--- config.mk ---
export PLATFORM = sky130hd
export DESIGN_NAME = page_buffer_pool_lru_pinning
export DESIGN_NICKNAME = d
export VERILOG_FILES = /design/src/rtl/pbp_pkg.sv /design/src/rtl/pbp_front.sv /design/src/rtl/pbp_queue.sv /design/src/rtl/pbp_back.sv /design/src/rtl/page_buffer_pool_lru_pinning.sv
export SDC_FILE = /design/constraint.sdc
export NUM_CORES = 2
export LEC_CHECK = 0
export BUFFER_PORTS_ARGS = -buffer_cell sky130_fd_sc_hd__buf_2
export CAP_MARGIN = 15
export CORE_MARGIN = 3
export CORE_UTILIZATION = 45
export DETAILED_ROUTE_END_ITERATION = 10
export MAX_ROUTING_LAYER = met4
export SYNTH_ARGS = -nofsm -noshare
export SYNTH_HDL_FRONTEND = slang
export SYNTH_SLANG_ARGS = --single-unit
export TNS_END_PERCENT = 100
--- constraint.sdc ---
create_clock -name clk -period 14.35 [get_ports clk]
set_input_delay 1.435 -clock clk [delete_from_list [all_inputs] [get_ports clk]]
set_output_delay 1.435 -clock clk [all_outputs]
set_load 0.02 [all_outputs]
--- src/rtl/pbp_pkg.sv ---
`default_nettype none
package pbp_pkg;

    localparam int SLOTS     = 16;
    localparam int FILE_BITS = 8;
    localparam int PAGE_BITS = 24;
    localparam int SLOT_W    = $clog2(SLOTS);
    localparam int LINK_W    = $clog2(SLOTS + 1);
    localparam int MAX_REC   = 16;
    localparam int REC_IW    = $clog2(MAX_REC);
    localparam int QDEPTH    = 2;
    localparam logic [7:0] PIN_MAX = 8'hFF;

    typedef enum logic [2:0] {
        KIND_FETCH   = 3'd0,
        KIND_ACQUIRE = 3'd1,
        KIND_UNPIN   = 3'd2,
        KIND_DIRTY   = 3'd3,
        KIND_FLUSH   = 3'd4,
        KIND_CLEAR   = 3'd5,
        KIND_WB      = 3'd6,
        KIND_NONE    = 3'd7
    } op_t;

    typedef enum logic [2:0] {
        ST_OK      = 3'd0,
        ST_EXISTS  = 3'd1,
        ST_PINNED  = 3'd2,
        ST_NOTRES  = 3'd3,
        ST_NOTPIN  = 3'd4,
        ST_NOFREE  = 3'd5,
        ST_PINFL   = 3'd6,
        ST_OVF     = 3'd7
    } status_t;

    typedef enum logic [1:0] {
        IO_NONE  = 2'd0,
        IO_READ  = 2'd1,
        IO_WRITE = 2'd2
    } io_t;

    typedef enum logic [3:0] {
        B_IDLE, B_LOOK, B_HIT, B_MISS, B_VICT, B_UNLINK, B_FRONT,
        B_CLAIM, B_WALK, B_FREE, B_OUT
    } bstate_t;

    typedef struct packed {
        logic [2:0]           kind;
        logic [FILE_BITS-1:0] file_id;
        logic [PAGE_BITS-1:0] page_number;
        logic                 allow_repin;
        logic                 all_pages;
    } in_t;

    typedef struct packed {
        logic [2:0]           status;
        logic [3:0]           slot;
        logic [1:0]           io_kind;
        logic [FILE_BITS-1:0] io_file;
        logic [PAGE_BITS-1:0] io_page;
        logic                 last;
        logic [31:0]          pages_read;
        logic [31:0]          pages_written;
    } out_t;

    typedef struct packed {
        op_t                  op;
        logic [FILE_BITS-1:0] file_id;
        logic [PAGE_BITS-1:0] page_number;
        logic                 repin;
        logic                 all_pages;
    } req_t;

    typedef struct packed {
        io_t                  io;
        logic [FILE_BITS-1:0] file_id;
        logic [PAGE_BITS-1:0] page_number;
        logic [31:0]          rd;
        logic [31:0]          wr;
    } rec_t;

endpackage
`default_nettype wire

--- src/rtl/pbp_front.sv ---
`default_nettype none
module pbp_front (
    input  wire logic          start,
    input  wire pbp_pkg::in_t  request,
    input  wire logic          q_full,
    output logic               push,
    output pbp_pkg::req_t      push_data
);
    import pbp_pkg::*;

    // Decode the request kind into an operation for the back end.
    always_comb
    begin
        push                  = start && !q_full;
        push_data.file_id     = request.file_id;
        push_data.page_number = request.page_number;
        push_data.repin       = request.allow_repin;
        push_data.all_pages   = request.all_pages;
        unique case (request.kind)
            3'd0:    push_data.op = KIND_FETCH;
            3'd1:    push_data.op = KIND_ACQUIRE;
            3'd2:    push_data.op = KIND_UNPIN;
            3'd3:    push_data.op = KIND_DIRTY;
            3'd4:    push_data.op = KIND_FLUSH;
            3'd5:    push_data.op = KIND_CLEAR;
            3'd6:    push_data.op = KIND_WB;
            default: push_data.op = KIND_NONE;
        endcase
    end
endmodule
`default_nettype wire

--- src/rtl/pbp_queue.sv ---
`default_nettype none
module pbp_queue (
    input  wire logic           clk,
    input  wire logic           rst_n,
    input  wire logic           push,
    input  wire pbp_pkg::req_t  push_data,
    input  wire logic           pop,
    output logic                full,
    output logic                q_valid,
    output pbp_pkg::req_t       q_data
);
    import pbp_pkg::*;

    localparam int PW = $clog2(QDEPTH);

    req_t            mem_reg [QDEPTH];
    logic [PW-1:0]   wp_reg;
    logic [PW-1:0]   rp_reg;
    logic [PW:0]     cnt_reg;

    assign full    = (cnt_reg == (PW + 1)'(QDEPTH));
    assign q_valid = (cnt_reg != '0);
    assign q_data  = mem_reg[rp_reg];

    always_ff @(posedge clk)
    begin
        if (push)
        begin
            mem_reg[wp_reg] <= push_data;
        end
    end

    always_ff @(posedge clk or negedge rst_n)
    begin
        if (!rst_n)
        begin
            wp_reg  <= '0;
            rp_reg  <= '0;
            cnt_reg <= '0;
        end
        else
        begin
            if (push)
            begin
                wp_reg <= (wp_reg == PW'(QDEPTH - 1)) ? '0 : wp_reg + 1'b1;
            end
            if (pop)
            begin
                rp_reg <= (rp_reg == PW'(QDEPTH - 1)) ? '0 : rp_reg + 1'b1;
            end
            cnt_reg <= cnt_reg + (PW + 1)'(push) - (PW + 1)'(pop);
        end
    end
endmodule
`default_nettype wire

--- src/rtl/pbp_back.sv ---
`default_nettype none
module pbp_back (
    input  wire logic           clk,
    input  wire logic           rst_n,
    input  wire logic           q_valid,
    input  wire pbp_pkg::req_t  q_data,
    output logic                pop,
    output logic                strobe,
    output pbp_pkg::out_t       result
);
    import pbp_pkg::*;

    localparam logic [LINK_W-1:0] NIL = LINK_W'(SLOTS);

    bstate_t                state_reg, state_next;
    req_t                   r_reg, r_next;
    status_t                status_reg, status_next;
    logic [SLOT_W-1:0]      slot_reg, slot_next;
    logic [SLOT_W-1:0]      s_reg, s_next;
    logic [SLOT_W-1:0]      idx_reg, idx_next;
    logic [LINK_W-1:0]      cur_reg, cur_next;
    logic [LINK_W-1:0]      nx_reg, nx_next;
    logic                   claim_reg, claim_next;
    logic [REC_IW:0]        cnt_reg, cnt_next;
    logic [REC_IW-1:0]      oidx_reg, oidx_next;
    logic [31:0]            rd_reg, rd_next;
    logic [31:0]            wr_reg, wr_next;

    logic                   valid_reg [SLOTS];
    logic                   valid_next [SLOTS];
    logic                   dirty_reg [SLOTS];
    logic                   dirty_next [SLOTS];
    logic [7:0]             pins_reg [SLOTS];
    logic [7:0]             pins_next [SLOTS];
    logic [LINK_W-1:0]      onext_reg [SLOTS];
    logic [LINK_W-1:0]      onext_next [SLOTS];
    logic [LINK_W-1:0]      oprev_reg [SLOTS];
    logic [LINK_W-1:0]      oprev_next [SLOTS];
    logic [LINK_W-1:0]      head_reg, head_next;
    logic [LINK_W-1:0]      tail_reg, tail_next;
    logic [LINK_W-1:0]      ftop_reg, ftop_next;
    logic [FILE_BITS-1:0]   efile_reg [SLOTS];
    logic [PAGE_BITS-1:0]   epage_reg [SLOTS];
    rec_t                   rec_reg [MAX_REC];

    logic                   claim_wr;
    logic                   emit_en;
    io_t                    emit_io;
    logic [FILE_BITS-1:0]   emit_file;
    logic [PAGE_BITS-1:0]   emit_page;
    logic [SLOT_W-1:0]      ci;
    logic                   cur_ok;
    logic [LINK_W-1:0]      nx;
    logic [LINK_W-1:0]      pv;
    logic [LINK_W-1:0]      s_link;

    always_comb
    begin
        state_next  = state_reg;
        r_next      = r_reg;
        status_next = status_reg;
        slot_next   = slot_reg;
        s_next      = s_reg;
        idx_next    = idx_reg;
        cur_next    = cur_reg;
        nx_next     = nx_reg;
        claim_next  = claim_reg;
        cnt_next    = cnt_reg;
        oidx_next   = oidx_reg;
        valid_next  = valid_reg;
        dirty_next  = dirty_reg;
        pins_next   = pins_reg;
        onext_next  = onext_reg;
        oprev_next  = oprev_reg;
        head_next   = head_reg;
        tail_next   = tail_reg;
        ftop_next   = ftop_reg;
        pop         = 1'b0;
        claim_wr    = 1'b0;
        emit_en     = 1'b0;
        emit_io     = IO_WRITE;
        emit_file   = '0;
        emit_page   = '0;
        ci          = cur_reg[SLOT_W-1:0];
        cur_ok      = (cur_reg < NIL);
        s_link      = LINK_W'(s_reg);
        nx          = onext_reg[s_reg];
        pv          = oprev_reg[s_reg];

        unique case (state_reg)
            B_IDLE:
            begin
                if (q_valid)
                begin
                    pop         = 1'b1;
                    r_next      = q_data;
                    status_next = ST_OK;
                    slot_next   = '0;
                    cnt_next    = '0;
                    oidx_next   = '0;
                    claim_next  = 1'b0;
                    idx_next    = '0;
                    cur_next    = head_reg;
                    case (q_data.op) inside
                        KIND_FETCH, KIND_ACQUIRE, KIND_UNPIN, KIND_DIRTY:
                            state_next = B_LOOK;
                        KIND_FLUSH, KIND_CLEAR, KIND_WB:
                            state_next = B_WALK;
                        default:
                            state_next = B_OUT;
                    endcase
                end
            end
            B_LOOK:
            begin
                if (valid_reg[idx_reg] && efile_reg[idx_reg] == r_reg.file_id
                    && epage_reg[idx_reg] == r_reg.page_number)
                begin
                    s_next     = idx_reg;
                    state_next = B_HIT;
                end
                else if (idx_reg == SLOT_W'(SLOTS - 1))
                begin
                    state_next = B_MISS;
                end
                else
                begin
                    idx_next = idx_reg + 1'b1;
                end
            end
            B_HIT:
            begin
                slot_next  = s_reg;
                state_next = B_OUT;
                case (r_reg.op)
                    KIND_ACQUIRE:
                        status_next = ST_EXISTS;
                    KIND_FETCH:
                    begin
                        if (pins_reg[s_reg] == 8'd1 && !r_reg.repin)
                        begin
                            status_next = ST_PINNED;
                        end
                        else
                        begin
                            if (pins_reg[s_reg] == PIN_MAX)
                            begin
                                status_next = ST_OVF;
                            end
                            else
                            begin
                                pins_next[s_reg] = pins_reg[s_reg] + 8'd1;
                            end
                            state_next = B_UNLINK;
                        end
                    end
                    KIND_UNPIN:
                    begin
                        if (pins_reg[s_reg] == 8'd0)
                        begin
                            status_next = ST_NOTPIN;
                        end
                        else
                        begin
                            pins_next[s_reg] = pins_reg[s_reg] - 8'd1;
                            if (pins_reg[s_reg] == 8'd1)
                            begin
                                state_next = B_UNLINK;
                            end
                        end
                    end
                    KIND_DIRTY:
                    begin
                        if (pins_reg[s_reg] == 8'd0)
                        begin
                            status_next = ST_NOTPIN;
                        end
                        else
                        begin
                            dirty_next[s_reg] = 1'b1;
                            state_next        = B_UNLINK;
                        end
                    end
                    default:
                        state_next = B_OUT;
                endcase
            end
            B_MISS:
            begin
                if (r_reg.op == KIND_UNPIN || r_reg.op == KIND_DIRTY)
                begin
                    status_next = ST_NOTRES;
                    state_next  = B_OUT;
                end
                else if (ftop_reg < NIL)
                begin
                    s_next     = ftop_reg[SLOT_W-1:0];
                    ftop_next  = onext_reg[ftop_reg[SLOT_W-1:0]];
                    claim_next = 1'b1;
                    state_next = B_FRONT;
                end
                else
                begin
                    cur_next   = tail_reg;
                    state_next = B_VICT;
                end
            end
            B_VICT:
            begin
                if (!cur_ok)
                begin
                    status_next = ST_NOFREE;
                    state_next  = B_OUT;
                end
                else if (pins_reg[ci] == 8'd0)
                begin
                    s_next     = ci;
                    claim_next = 1'b1;
                    if (dirty_reg[ci])
                    begin
                        emit_en        = 1'b1;
                        emit_io        = IO_WRITE;
                        emit_file      = efile_reg[ci];
                        emit_page      = epage_reg[ci];
                        dirty_next[ci] = 1'b0;
                    end
                    valid_next[ci] = 1'b0;
                    state_next     = B_UNLINK;
                end
                else
                begin
                    cur_next = oprev_reg[ci];
                end
            end
            B_UNLINK:
            begin
                if (head_reg == s_link)
                begin
                    head_next = nx;
                end
                if (tail_reg == s_link)
                begin
                    tail_next = pv;
                end
                if (nx < NIL)
                begin
                    oprev_next[nx[SLOT_W-1:0]] = pv;
                end
                if (pv < NIL)
                begin
                    onext_next[pv[SLOT_W-1:0]] = nx;
                end
                onext_next[s_reg] = NIL;
                oprev_next[s_reg] = NIL;
                state_next        = B_FRONT;
            end
            B_FRONT:
            begin
                onext_next[s_reg] = head_reg;
                oprev_next[s_reg] = NIL;
                if (head_reg < NIL)
                begin
                    oprev_next[head_reg[SLOT_W-1:0]] = s_link;
                end
                head_next = s_link;
                if (tail_reg >= NIL)
                begin
                    tail_next = s_link;
                end
                state_next = claim_reg ? B_CLAIM : B_OUT;
            end
            B_CLAIM:
            begin
                claim_wr          = 1'b1;
                valid_next[s_reg] = 1'b1;
                dirty_next[s_reg] = 1'b0;
                pins_next[s_reg]  = 8'd1;
                slot_next         = s_reg;
                if (r_reg.op == KIND_FETCH)
                begin
                    emit_en   = 1'b1;
                    emit_io   = IO_READ;
                    emit_file = r_reg.file_id;
                    emit_page = r_reg.page_number;
                end
                state_next = B_OUT;
            end
            B_WALK:
            begin
                cur_next = onext_reg[ci];
                if (!cur_ok)
                begin
                    state_next = B_OUT;
                end
                else
                begin
                    case (r_reg.op)
                        KIND_FLUSH:
                        begin
                            if (efile_reg[ci] == r_reg.file_id)
                            begin
                                if (pins_reg[ci] != 8'd0)
                                begin
                                    status_next = ST_PINFL;
                                    slot_next   = ci;
                                    state_next  = B_OUT;
                                end
                                else
                                begin
                                    if (dirty_reg[ci])
                                    begin
                                        emit_en        = 1'b1;
                                        emit_file      = efile_reg[ci];
                                        emit_page      = epage_reg[ci];
                                        dirty_next[ci] = 1'b0;
                                    end
                                    valid_next[ci] = 1'b0;
                                    s_next         = ci;
                                    nx_next        = onext_reg[ci];
                                    state_next     = B_FREE;
                                end
                            end
                        end
                        KIND_CLEAR:
                        begin
                            if (pins_reg[ci] == 8'd0)
                            begin
                                valid_next[ci] = 1'b0;
                                s_next         = ci;
                                nx_next        = onext_reg[ci];
                                state_next     = B_FREE;
                            end
                        end
                        default:
                        begin
                            if (efile_reg[ci] == r_reg.file_id && dirty_reg[ci]
                                && (r_reg.all_pages
                                    || epage_reg[ci] == r_reg.page_number))
                            begin
                                emit_en        = 1'b1;
                                emit_file      = efile_reg[ci];
                                emit_page      = epage_reg[ci];
                                dirty_next[ci] = 1'b0;
                            end
                        end
                    endcase
                end
            end
            B_FREE:
            begin
                // Unlink the frame and push it on the free stack.
                if (head_reg == s_link)
                begin
                    head_next = nx;
                end
                if (tail_reg == s_link)
                begin
                    tail_next = pv;
                end
                if (nx < NIL)
                begin
                    oprev_next[nx[SLOT_W-1:0]] = pv;
                end
                if (pv < NIL)
                begin
                    onext_next[pv[SLOT_W-1:0]] = nx;
                end
                onext_next[s_reg] = ftop_reg;
                oprev_next[s_reg] = NIL;
                ftop_next         = s_link;
                cur_next          = nx_reg;
                state_next        = B_WALK;
            end
            B_OUT:
            begin
                if (cnt_reg == '0
                    || (REC_IW + 1)'(oidx_reg) == cnt_reg - 1'b1)
                begin
                    state_next = B_IDLE;
                end
                else
                begin
                    oidx_next = oidx_reg + 1'b1;
                end
            end
            default:
                state_next = B_IDLE;
        endcase

        rd_next = rd_reg;
        wr_next = wr_reg;
        if (emit_en)
        begin
            if (emit_io == IO_READ)
            begin
                rd_next = rd_reg + 32'd1;
            end
            else
            begin
                wr_next = wr_reg + 32'd1;
            end
            if (cnt_reg < (REC_IW + 1)'(MAX_REC))
            begin
                cnt_next = cnt_reg + 1'b1;
            end
        end
    end

    always_comb
    begin
        strobe        = (state_reg == B_OUT);
        result.status = status_reg;
        result.slot   = 4'(slot_reg);
        if (cnt_reg == '0)
        begin
            result.io_kind       = IO_NONE;
            result.io_file       = '0;
            result.io_page       = '0;
            result.last          = 1'b1;
            result.pages_read    = rd_reg;
            result.pages_written = wr_reg;
        end
        else
        begin
            result.io_kind       = rec_reg[oidx_reg].io;
            result.io_file       = rec_reg[oidx_reg].file_id;
            result.io_page       = rec_reg[oidx_reg].page_number;
            result.last          = ((REC_IW + 1)'(oidx_reg) == cnt_reg - 1'b1);
            result.pages_read    = rec_reg[oidx_reg].rd;
            result.pages_written = rec_reg[oidx_reg].wr;
        end
    end

    always_ff @(posedge clk)
    begin
        r_reg    <= r_next;
        s_reg    <= s_next;
        idx_reg  <= idx_next;
        cur_reg  <= cur_next;
        nx_reg   <= nx_next;
        slot_reg <= slot_next;
        if (claim_wr)
        begin
            efile_reg[s_reg] <= r_reg.file_id;
            epage_reg[s_reg] <= r_reg.page_number;
        end
        if (emit_en && cnt_reg < (REC_IW + 1)'(MAX_REC))
        begin
            rec_reg[cnt_reg[REC_IW-1:0]] <= '{io: emit_io, file_id: emit_file,
                page_number: emit_page, rd: rd_next, wr: wr_next};
        end
    end

    always_ff @(posedge clk or negedge rst_n)
    begin
        if (!rst_n)
        begin
            state_reg  <= B_IDLE;
            status_reg <= ST_OK;
            claim_reg  <= 1'b0;
            cnt_reg    <= '0;
            oidx_reg   <= '0;
            rd_reg     <= '0;
            wr_reg     <= '0;
            head_reg   <= NIL;
            tail_reg   <= NIL;
            ftop_reg   <= '0;
            for (int i = 0; i < SLOTS; i++)
            begin
                valid_reg[i] <= 1'b0;
                dirty_reg[i] <= 1'b0;
                pins_reg[i]  <= '0;
                onext_reg[i] <= LINK_W'(i + 1);
                oprev_reg[i] <= NIL;
            end
        end
        else
        begin
            state_reg  <= state_next;
            status_reg <= status_next;
            claim_reg  <= claim_next;
            cnt_reg    <= cnt_next;
            oidx_reg   <= oidx_next;
            rd_reg     <= rd_next;
            wr_reg     <= wr_next;
            head_reg   <= head_next;
            tail_reg   <= tail_next;
            ftop_reg   <= ftop_next;
            valid_reg  <= valid_next;
            dirty_reg  <= dirty_next;
            pins_reg   <= pins_next;
            onext_reg  <= onext_next;
            oprev_reg  <= oprev_next;
        end
    end
endmodule
`default_nettype wire

--- src/rtl/page_buffer_pool_lru_pinning.sv ---
// The lookup scan walks up to SLOTS frames one per cycle; a flush passes each freed frame
// through a walk step and then a free step.
// Throughput: one request at a time in the back end; results leave one per cycle.
// A two-entry request queue takes new transfers while the back end is working.
// Reset: asynchronous, active low; all frames free, counters zero. The receiver cannot stall.
`default_nettype none
module page_buffer_pool_lru_pinning (
    input  wire logic          clk,
    input  wire logic          rst_n,
    input  wire logic          start,
    input  wire pbp_pkg::in_t  request,
    output logic               busy,
    output logic               strobe,
    output pbp_pkg::out_t      result
);
    import pbp_pkg::*;

    // The front end decodes each request and places it in the queue.
    // The back end owns all frame state: it performs the lookup scan,
    // frame taking, list updates and list walks, and records the I/O
    // transfers of a request so that they can carry the final status.
    logic  push;
    req_t  push_data;
    logic  q_full;
    logic  q_valid;
    req_t  q_data;
    logic  pop;

    assign busy = q_full;

    pbp_front u_front (
        .start     (start),
        .request   (request),
        .q_full    (q_full),
        .push      (push),
        .push_data (push_data)
    );

    pbp_queue u_queue (
        .clk       (clk),
        .rst_n     (rst_n),
        .push      (push),
        .push_data (push_data),
        .pop       (pop),
        .full      (q_full),
        .q_valid   (q_valid),
        .q_data    (q_data)
    );

    // Results of one request appear on consecutive cycles, last one marked.
    pbp_back u_back (
        .clk     (clk),
        .rst_n   (rst_n),
        .q_valid (q_valid),
        .q_data  (q_data),
        .pop     (pop),
        .strobe  (strobe),
        .result  (result)
    );
endmodule
`default_nettype wire

* Word level (Yosys, flattened, before mapping) *
Memories as Yosys holds them, arrays and structs flattened. A register that Yosys moved wholly into a read port is not among the register bits.
Index checks and enable logic that the tools add are counted.

storage, ports and cells
  bits in writable memories = 2154
  logic and storage cells = 523
  input port bits = 40
  memories = 4
  register bits after elaboration = 479
  output and inout bits = 108

memories
  memory            depth  bits a word  rd ports  clocked after Yosys merged registers in  write ports  RTL line         text
  u_back.rec_reg    16     98           1         0                                        1            pbp_back.sv:44   rec_t rec_reg [MAX_REC];
  u_back.epage_reg  16     24           2         2                                        1            pbp_back.sv:43   logic [PAGE_BITS-1:0] epage_reg [SLOTS];
  u_back.efile_reg  16     8            2         2                                        1            pbp_back.sv:42   logic [FILE_BITS-1:0] efile_reg [SLOTS];
  u_queue.mem_reg   2      37           1         0                                        1            pbp_queue.sv:16  req_t mem_reg [QDEPTH];

operators by class
  $add $sub $neg = 12
  bitwise operators = 26
  order comparisons = 19
  eq/ne operators = 82
  mux-type cells = 216
  reductions and logical operators = 61

operators by type and width
  kind                                                             number
  80-bit two-way mux                                               7
  128-bit case mux with 2 select lines                             2
  80-bit case mux with 3 select lines                              2
  80-bit bitwise mux                                               5
  128-bit two-way mux                                              3
  64-bit AND                                                       4
  128-bit bitwise mux                                              2
  16-bit two-way mux                                               14
  24-bit two-way mux                                               8
  5-bit two-way mux                                                31
  4-bit two-way mux                                                36
  32-bit two-way mux                                               4
  112-bit AND                                                      1
  112-bit NOT                                                      1
  16-bit OR                                                        7
  8-bit two-way mux                                                13
  5-bit binary-select mux with 4-bit select                        5
  99-bit two-way mux                                               1
  5-bit demux with 4-bit select                                    4
  24-bit case mux with 3 select lines                              1
  32-bit by 1-bit adder with 32-bit output, second input constant  2
  8-bit binary-select mux with 4-bit select                        2
  64-bit NOT                                                       1
  16-bit case mux with 2 select lines                              2
  other kinds (83)                                                 258

* Depth between registers and ports, before layout *
  depth in word-level cells = 14
  mapped depth = 18
  depth with buffers taken out = 12

* Hierarchy *
A second synthesis with hierarchy kept.

unflattened totals
  cell total of the unflattened synthesis = 7134
  area, all modules = 117207.4 sq um

by module, submodules not included
  module     cells each  area each (sq um)  seq. area each (sq um)  instances
  pbp_back   6966        113975.6           74865.6                 1
  pbp_queue  130         2951.6             2322.2                  1
  pbp_front  38          280.3              0.0                     1

* Worst setup path after synthesis *
Ideal clock, no wire load.

  kind = flip-flop to flip-flop
  from = register (tool-made name)
  to = memory u_back.rec_reg[0][0] (netlist name), enable pin
  library setup time = 675 ps
  cell stages (with the launch flop) = 12
  slack = 4150 ps
  period minus slack after synthesis = 10200 ps
  path buffers = 2
  required time = 13675 ps
  arrival = 9525 ps
  cells stage by stage = dfxtp_1 > clkbuf_1 > buf_2 > mux4_2 > o22ai_1 > a31oi_1 > xor2_1 > a2111oi_0 > nand4b_1 > or3_1 > a21o_1 > nor3_1

RTL lines
  element           RTL line
  end: declaration  pbp_back.sv:44

==> summary.md <==
| Metric | Value |
|---|---|
| Fraction of the yosys area taken by sequential cells | 0.6636 |
| Pre-CTS setup slack | 6.938 ns |
| Worst-case reg-to-reg path depth | 13 |
| Count of cell types in the netlist | 82 |
| Number of instances in the synthesized netlist | 6709 |
| RSZ-0062 raised after global routing | no |
| Endpoints failing setup | 0 |
| Drt initial violations | 8758 |
| Post-synthesis area per instance | 17.34 um^2 |
| Clock latency on the worst-skew pair | 0.93 ns |
| Flops & latches, synth | 2641 |
| Setup tns final | 0 ns |
| Category of the critical setup timing path | reg -> reg |
| Via count | 67496 |
| FF-to-FF setup slack | about 6.9 ns |
| Leakage power of the design | between 40 and 50 nW |
| Most used standard cell by instance count after synthesis | sky130_fd_sc_hd__edfxtp_1 |
| YS warnings | 0 |
| Max Cap Viol | 0 |
| Die Ht | slightly above 500 um |
| Fin Hold WS | roughly 0.45 ns |
| Number of flip-flops under the largest register name | 1568 |
| Total Routing Usage GR | 0.2535 |
| Clock tree from TritonCTS | done |
| Number of I/O pins | 148 |
| Worst min path class | in -> async |
| Cell-internal power | ~15 mW |
| Remaining max-slew budget at the tightest pin | 0.1616 |
| Clock tree buffer depth | 4 |
| Most frequently used flop master after synthesis | sky130_fd_sc_hd__edfxtp_1 |
| Arrival time at the worst endpoint | between 7 and 8 ns |
| Leading cell types by count after synthesis | sky130_fd_sc_hd__edfxtp_1, sky130_fd_sc_hd__mux4_2, sky130_fd_sc_hd__nand2_1 |
| Slew at the pin closest to its max-slew limit | about 1.3 ns |
| Area share of the largest cell type after synthesis | 0.5713 |
| Required time at the worst-slack endpoint | 14.88 ns |
| Final period demand of the worst path | 7.448 ns |
| Count of nets left with antenna violations after detail routing | 0 |
| WL/cell | ~31 um |
| Buffers added on ports | 147 |
| Share of layout cells above drive strength 1 | 0.2761 |
| Core box area | 256900 um^2 |
| Clock power frac | 0.342 |
| Summed area of non-filler cells in the final layout | 131000 um^2 |
| Power share of the sequential group | 0.429 |
| Vias in the first global route | 67581 |
| Total power density per cell area | 166.8 nW/um^2 |
| Number of placement rows | around 190 |
| Netlist area before placement | ~120000 um^2 |
| Count of flip-flops with a built-in enable after synthesis | 2213 |
| Number of nets produced by synthesis | 6762 |
| Antenna violations before repair | 10 |
| Horizontal extent of the die | 514.4 um |
| TritonCTS buffer count | 300 |
| Total routed wirelength | 328800 um |
| Remaining Overflow, GRT | 0 |
| Critical Path End Type | flop |
| Initial Utilization | 0.4527 |
| DP HPWL | between 150000 and 200000 um |
| Worst vdd ir | between 0.1 and 0.15 mV |
| Fraction of power spent switching nets | 0.3021 |
| First-pass GRT wire length | 479400 um |
| Final Max Tran Viols | 0 |
| Final-report hold violation count | 0 |
| Number of clock sinks | 2641 |
| H-tree levels | 5 |
| Status | finished, final reports clean |
| Library cell occupying the most area in the post-synthesis netlist | sky130_fd_sc_hd__edfxtp_1 |
| Ratio of final minimum period to clock period | 0.5190 |
| Length of the first detailed-routing pass in iterations | 8 |
| Avg Vias per Cell | 6.418 |
| Die area | approximately 260000 um^2 |
| Top post-synthesis cells by area | sky130_fd_sc_hd__edfxtp_1, sky130_fd_sc_hd__mux4_2, sky130_fd_sc_hd__dfrtp_1, sky130_fd_sc_hd__nand2_1, sky130_fd_sc_hd__o21ai_0 |
| Fraction of power consumed by combinational cells | 0.229 |
| Setup skew after layout | 0.06385 ns |
| Clock slew at the register clock pins of the worst setup and hold paths | 0.06 ns |
| Endpoint of the worst-slack reg-to-reg timing path | u_back.rec_reg[12][3] |
| Area added between synthesis and finish | 12.64% |
| Final estimated routing congestion in global placement | 0.8981 |
| Post_cts resized | 0 |
| DRC viols | 0 |
| Fraction of registers with async set/reset | 0.1590 |
| Maximum number of pins on one net before global-route repair | roughly 130 |
| Post-DP Area | 121200 um^2 |
| Clk Tree Root Cell | sky130_fd_sc_hd__clkbuf_16 |
| Max Clock Freq | 134.3 MHz |
| Final Worst Setup Slack | around 7 ns |
| Kind of launch point of the worst setup path | flop |
| Quantity of hold-fixing buffers added after cts | 0 |
| Critical path peak fanout | between 50 and 60 |
| Number of nets at the end of the flow | 6960 |
| Net switching power figure | 6.605 mW |
| Buffers inserted during post-CTS setup optimization | 0 |
per-stage QoR:
stage,total power [mW],cells,utilization
after floorplan,12.76,6709,-
after global placement,14.40,9946,0.4714
after detailed placement,14.46,9951,0.4716
after CTS,21.92,10474,0.5086
after global routing,22.64,10516,0.5100
final,21.86,10516,0.5100
cell families after synthesis:
logic type,synth area share
xor gates and xnor gates,0.01227
AOI/OAI and AO/OA,0.05484
buffers and inverters,0.01690
adders and majority gates,0.001484
and+or+nand+nor,0.04611
muxes,0.2048
DFF,0.6636
power groups by stage:
stage	combinational [mW]	sequential [mW]	clock, mW
after floorplan	3.62	9.14	0
after global placement	4.92	9.49	0
after detailed placement	4.95	9.51	0
after CTS	4.97	9.36	7.60
after global routing	5.31	9.41	7.92
final	5.01	9.37	7.48
layout by cell type (no fill, tap or decap), drive strengths merged, types with 17 or more instances in the layout:
master / count
a21o: 17
a21oi: 136
a222oi: 68
a22o: 116
a22oi: 92
a31oi: 50
and3: 39
buf: 348
bufinv: 27
clkbuf: 389
clkinv: 98
dfrtp: 369
dfstp: 51
edfxtp: 2213
inv: 33
mux2: 160
mux2i: 183
mux4: 896
nand2: 547
nand2b: 26
nand3: 59
nand4: 21
nor2: 246
nor2b: 61
nor3: 86
nor4: 45
o21ai: 374
o22ai: 45
xnor2: 96
xor2: 67
critical path: stages, from the launching register on:
cell and delay [ns]:
sky130_fd_sc_hd__dfxtp_4 1.05, sky130_fd_sc_hd__buf_4 0.78, sky130_fd_sc_hd__mux4_2 0.59, sky130_fd_sc_hd__mux2_2 0.28, sky130_fd_sc_hd__a22oi_1 0.23, sky130_fd_sc_hd__xnor2_1 0.12, sky130_fd_sc_hd__nor3_1 0.30, sky130_fd_sc_hd__nand4b_1 0.27
sky130_fd_sc_hd__or3_1 0.52, sky130_fd_sc_hd__a211oi_2 0.29, sky130_fd_sc_hd__buf_4 0.31, sky130_fd_sc_hd__and3_4 0.68, sky130_fd_sc_hd__buf_4 0.77, sky130_fd_sc_hd__buf_4 0.69
worst max path at each step:
stage                             startpoint                      to  slack [ns]  cells past startpoint
after detailed placement                flop  u_back.rec_reg[12][68]        6.94                     13
final                                   flop   u_back.rec_reg[12][3]        6.90                     13
after floorplan                         flop    u_back.rec_reg[0][0]        4.15                     11
after global routing                    flop   u_back.rec_reg[12][3]        6.67                     13
after global placement                  flop  u_back.rec_reg[12][69]        7.00                     13
after CTS                 u_back.oidx_reg[1]              result[60]        6.90                      7
final cells by class:
type	instances	area [um^2]
diodes	4	10.01
clock buffers	387	8142
clock inverters	136	1364
fillers	20670	125900
inverters	30	112.6
multi-input cells	3584	37560
flip-flops and latches	2641	77230
well taps	3384	4234
repair buffers	350	2376
metal layers:
metal,track usage,wire length [um],up-vias
met5,-,0,-
met2,0.3949,158200,3461
met1,0.3467,133600,35653
li1,-,-,27768
met3,0.03963,26320,614
met4,0.07827,10740,0
Note: power is estimated with default switching activity, not from simulation.
